### src/hq_pkg.sv
// ----------------------------------------------------------------------------
// hq_pkg
// Shared types and codes for the four-ary max heap queue.
// ----------------------------------------------------------------------------
package hq_pkg;

    localparam int ARITY   = 4;
    localparam int PRIO_W  = 16;
    localparam int TAG_W   = 16;
    localparam int ENTRY_W = PRIO_W + TAG_W;
    localparam int STAT_W  = 2;
    localparam int OCC_W   = 11;

    localparam logic KIND_INSERT = 1'b0;
    localparam logic KIND_REMOVE = 1'b1;

    localparam logic [STAT_W-1:0] STAT_OK    = 2'd0;
    localparam logic [STAT_W-1:0] STAT_EMPTY = 2'd1;
    localparam logic [STAT_W-1:0] STAT_FULL  = 2'd2;

    // Priority reported by a remove on an empty queue
    localparam logic signed [PRIO_W-1:0] EMPTY_PRIO = -16'sd1;

    typedef struct packed {
        logic signed [PRIO_W-1:0] prio;
        logic [TAG_W-1:0]         tag;
    } entry_t;

    // One memory row holds the ARITY children of one node
    typedef entry_t [ARITY-1:0] row_t;

    typedef struct packed {
        logic                     kind;
        logic signed [PRIO_W-1:0] priority_req;
        logic [TAG_W-1:0]         payload;
    } req_t;

    typedef struct packed {
        logic [STAT_W-1:0]        status;
        logic signed [PRIO_W-1:0] out_priority;
        logic [TAG_W-1:0]         out_payload;
        logic [OCC_W-1:0]         occupancy;
    } rsp_t;

    typedef struct packed {
        logic                     rd_en;
        logic                     wr_en;
        logic [1:0]               wr_lane;
    } mem_ctl_t;

endpackage

### src/hq_pick.sv
// ----------------------------------------------------------------------------
// hq_pick
// Child selection: greatest priority among lane 0 and the valid upper lanes
// of a row, the lowest lane winning a tie.
// ----------------------------------------------------------------------------
module hq_pick (
    input  hq_pkg::row_t             row,
    input  logic [hq_pkg::ARITY-1:0] lane_valid,
    output logic [1:0]               best_lane,
    output hq_pkg::entry_t           best_entry
);

    always_comb
    begin
        best_lane  = 2'd0;
        best_entry = row[0];
        for (int k = 1; k < hq_pkg::ARITY; k++)
        begin
            // strictly greater keeps the lower lane on a tie
            if (lane_valid[k] && (row[k].prio > best_entry.prio))
            begin
                best_lane  = 2'(k);
                best_entry = row[k];
            end
        end
    end

endmodule

### config.mk
export PLATFORM = sky130hd
export DESIGN_NAME = hq_pick
export DESIGN_NICKNAME = d
export VERILOG_FILES = /design/src/hq_pkg.sv /design/src/hq_pick.sv
export SDC_FILE = /design/constraint.sdc
export NUM_CORES = 1
export LEC_CHECK = 0
export BUFFER_PORTS_ARGS = -buffer_cell sky130_fd_sc_hd__buf_2
export CAP_MARGIN = 20
export CORE_MARGIN = 3
export CORE_UTILIZATION = 48
export DETAILED_ROUTE_END_ITERATION = 12
export PLACE_DENSITY_LB_ADDON = 0.2
export SLEW_MARGIN = 20
export SYNTH_ARGS = -nofsm -noshare
export SYNTH_HDL_FRONTEND = slang
export SYNTH_SLANG_ARGS = --single-unit
### constraint.sdc
create_clock -name vclk -period 14.91
set_clock_uncertainty 0.1 [all_clocks]
set_input_delay 0 -clock vclk [all_inputs]
set_output_delay 0 -clock vclk [all_outputs]
set_load 0.1 [all_outputs]
# --- Word level (Yosys, flattened, before mapping) ---
# Cells that the tools add are included.
word_totals:
  register_bits: 0
  inputBits: 132
  output_inout_bits: 34
  wordCells: 12
op_classes:
  magnitude_cmp: 3
  mux: 6
  reduce_logical: 3
op_table:
  columns: ["cell", "n"]
  rows:
  - ["$mux 32", 3]
  - ["$gt 16x16->1", 3]
  - ["$mux 2", 2]
  - ["$logic_and 1x1->1", 3]
  - ["$mux 1", 1]

# --- Logic depth before layout (Yosys ltp) ---
depth:
  depth_word: 9
  ltp_mapped: 34

# --- Worst setup path before layout ---
# OpenSTA, ideal clock, no wires.
synth_timing:
  kind: "input-to-output"
  from: "input port row[23] (netlist name)"
  to: "output port best_lane[1]"
  t_arrival_ps: 8092
  setup_slack_ps: 6718
  path_stages: 32
  n_path_buf: 4
  path_cell_list: "inv_1 ha_1 and3_4 a221o_1 a2111o_1 o31ai_4 nor2_2 buf_2 clkbuf_1 a21oi_1 ha_1 a21o_1 a21o_1 a21o_1 a21o_1 a21o_1 a21oi_1 o211ai_2 o211ai_4 buf_6 mux2i_1 ha_1 a21o_1 a21o_1 a21o_1 a21o_1 a21oi_1 nor2_1 a211oi_1 mux2i_1 clkbuf_1 o21ai_0"
synth_between:
  elab_chain_cells: 9
synth_lines:
  columns: ["element", "line", "text"]
  rows:
  - ["start: declaration", "hq_pick.sv:7", "input hq_pkg::row_t row,"]
  - ["$gt 16x16->1", "hq_pick.sv:20", "if (lane_valid[k] && (row[k].prio > best_entry.prio))"]
  - ["$logic_and 1x1->1", "hq_pick.sv:20", null]
  - ["$mux 32 *", "hq_pick.sv:20", null]
  - ["$gt 16x16->1", "hq_pick.sv:20", null]
  - ["$logic_and 1x1->1", "hq_pick.sv:20", null]
  - ["$mux 32", "hq_pick.sv:20", null]
  - ["$gt 16x16->1", "hq_pick.sv:20", null]
  - ["$logic_and 1x1->1", "hq_pick.sv:20", null]
  - ["$mux 2 *", "hq_pick.sv:20", null]
  - ["end: declaration", "hq_pick.sv:9", "output logic [1:0] best_lane,"]
# Every way passes the cells marked *; elsewhere a longest branch is shown, timed or not.

==> results.py <==
metrics = {
    "clock_network": {
        "cts_setup_buffers": 0,
        "postCtsHoldBufs": 0,
        "cts_resized": 0,
    },
    "logic_synthesis": {
        "postSynthAreaPerCell_um2": 7.526,
        "yosys.cell_types.count": 46,
        "synth_commonest_cells": "inv_1, mux2i_1, ha_1",
        "yosysTopAreaCellShare_pct": 22.83,
        "yosysTopAreaCell": "ha_1",
        "netlist_instances": 335,
        "synth_seq_area_share_pct": 0,
        "ys.warnings.count": 0,
        "syn_nets": 513,
        "synth_area_leaders": "ha_1, mux2i_1, inv_1, o2bb2ai_2, a21oi_1",
        "synthesis.area_mm2": 0.002521,
        "yosysMostFrequentCell": "inv_1",
    },
    "route": {
        "top_layer_used": "met4",
        "drc": 0,
        "firstDrtPassIters": 4,
        "vias": 2988,
        "met3_length_um": 535,
        "ant_nets": 0,
        "drt-total-wl_um": 7718,
        "wl_met2_um": 3620,
        "routedWlPerCell_um": 13.91,
        "drt_iter0_markers": 141,
        "met1_length_um": 3407,
        "viasPerCell": 5.384,
    },
    "worst_setup_path": {
        "startpoint_type": "input port",
        "crit_fanout": 50,
        "max_stage_delay_ns": 0.84,
        "required_ns": 14.81,
        "crit_path_frequent_cell": "a21o_1",
        "endpoint_kind": "output port",
        "worst_path_max_delay_cell": "nor2_4",
        "worstSetupPathType": "in -> out",
        "critPathArrivalTime_ns": 7.99,
    },
    "power": {
        "combPwrFrac_pct": 100.0,
        "vdd_ir_drop_max_mv": 0.09261,
        "internal-power_uw": 91.04,
        "seq_power_share_pct": 0,
        "pwr-share-clk_pct": 0,
        "power_density_mw_per_mm2": 109.7,
        "p_leak_nw": 1.964,
        "power.switching_uw": 280.1,
        "total_power_uw": 371.1,
        "netSwitchingFraction_pct": 75.47,
    },
    "die": {
        "die_y_um": 78.48,
        "die_x_um": 78.48,
        "row_count": 25,
        "fp.dieArea_mm2": 0.006158,
        "core_mm2": 0.004911,
        "initial_core_util_pct": 51.34,
        "ioPinCount": 166,
    },
    "layout": {
        "seq_cells": 0,
        "regArea_um2": 0,
        "diodes": 0,
        "fillers": 459,
        "fin_nets": 668,
        "clock_buffers": 0,
        "drive_gt1_share_pct": 38.73,
        "final_util_pct": 68.87,
        "syn_to_final_growth_pct": 34.14,
    },
    "grt": {
        "grt_overflow": 0,
        "antenna_found_initial": 0,
        "grt_pass1_vias": 2813,
        "track_usage_pct": 23.24,
        "grt_pass1_wl_um": 12210,
        "grt_max_degree": 51,
    },
    "sta": {
        "final_hold_viol_count": 0,
        "slew_violations": 0,
        "rsz0062_at_grt": "no",
        "max_freq_ghz": 0.1236,
        "setup_viol": 0,
        "finalSetupTns_ns": 0,
        "min_period_ns": 8.089,
        "hold_slack_ns": 0.3870,
        "maxSlewHeadroom_pct": 29.24,
        "worst_slew_pin_slew_ns": 1.059,
        "post-route-period-util_pct": 54.25,
        "setup_ws_ns": 6.821,
    },
    "placement": {
        "post-place-ws_ns": 6.827,
        "io_buffers": 165,
        "dpl.hpwl_um": 6538,
        "gp_congestion": 0.8116,
    },
    "min_path": {
        "hp-class": "in -> out",
        "holdPathStages": 3,
        "worstHoldEndpoint": "best_entry[7]",
        "hp-start": "row[103]",
    },
    "outcome": {
        "status": "finished, final reports clean",
    },
    "job": {
        "maxCapViolations": 0,
    },
}
-- kinds of logic (layout without fill, tap and decap cells) --
family                   count (synthesis)  after routing  synth area share [%]
adder cells (fa/ha/maj)                 46             46                 22.83
AND/OR/NAND/NOR                         79             79                 16.28
buffers and inverters                   64            217                 10.62
multiplexers                            50             50                 20.15
AO/OA/AOI/OAI                           96             96                 30.12
-- worst max-delay path by stage --
stage | from | to | slack, ns | cells after the start
finish | row[23] | best_entry[19] | 6.82 | 34
CTS | row[23] | best_entry[19] | 6.81 | 34
global route | row[23] | best_entry[19] | 6.24 | 34
detailed placement | row[23] | best_entry[19] | 6.83 | 34
floorplan | row[23] | best_lane[1] | 6.72 | 32
global placement | row[23] | best_entry[18] | 6.92 | 34
-- per-stage QoR --
stage,std cells,cell area (um2)
after floorplan,335,2521
after global placement,555,3382
after detailed placement,555,3382
after CTS,555,3382
after global routing,555,3382
final,555,3382
-- layer usage --
metal  vias to the layer above  GRT usage (%)
met1                      1324          30.16
met4                         0          4.196
met2                       106          40.92
li1                       1544              -
met3                        14          3.326
met5                         -              0
-- critical path: cells and delay by family --
family / cells / cell delay (ns)
mux: 3 / 0.76
fa+ha+maj: 3 / 0.94
compound gates: 13 / 2.67
buf+inv: 6 / 1.62
simple gates: 9 / 2.00
-- final cells by class --
cell class         count  area (um2)  share of cell area, %
repair buffers       168       848.3                  25.08
inverters             49       183.9                  5.438
multi-input cells    271        2266                  67.00
well taps             67       83.83                  2.479
-- power by group through the flow --
stage	Combinational (mW)	Clock, mW	Sequential, mW
floorplan	0.306	0	0
global placement	0.367	0	0
detailed placement	0.371	0	0
CTS	0.372	0	0
global route	0.394	0	0
finish	0.371	0	0
-- layout by cell type (no fill, tap or decap), types with 3 or more instances in the layout --
| cell | instances |
|---|---|
| nor2b_1 | 3 |
| buf_4 | 3 |
| a21o_1 | 13 |
| mux2i_1 | 47 |
| o22ai_1 | 16 |
| o21ai_0 | 7 |
| inv_1 | 49 |
| nand4_1 | 8 |
| o2bb2ai_1 | 8 |
| nor2_1 | 22 |
| and2_1 | 18 |
| a21oi_1 | 23 |
| nand2_1 | 10 |
| o2bb2ai_2 | 8 |
| buf_2 | 165 |
| nand3_1 | 5 |
| ha_1 | 46 |
Power figures use the tool's default switching activity.
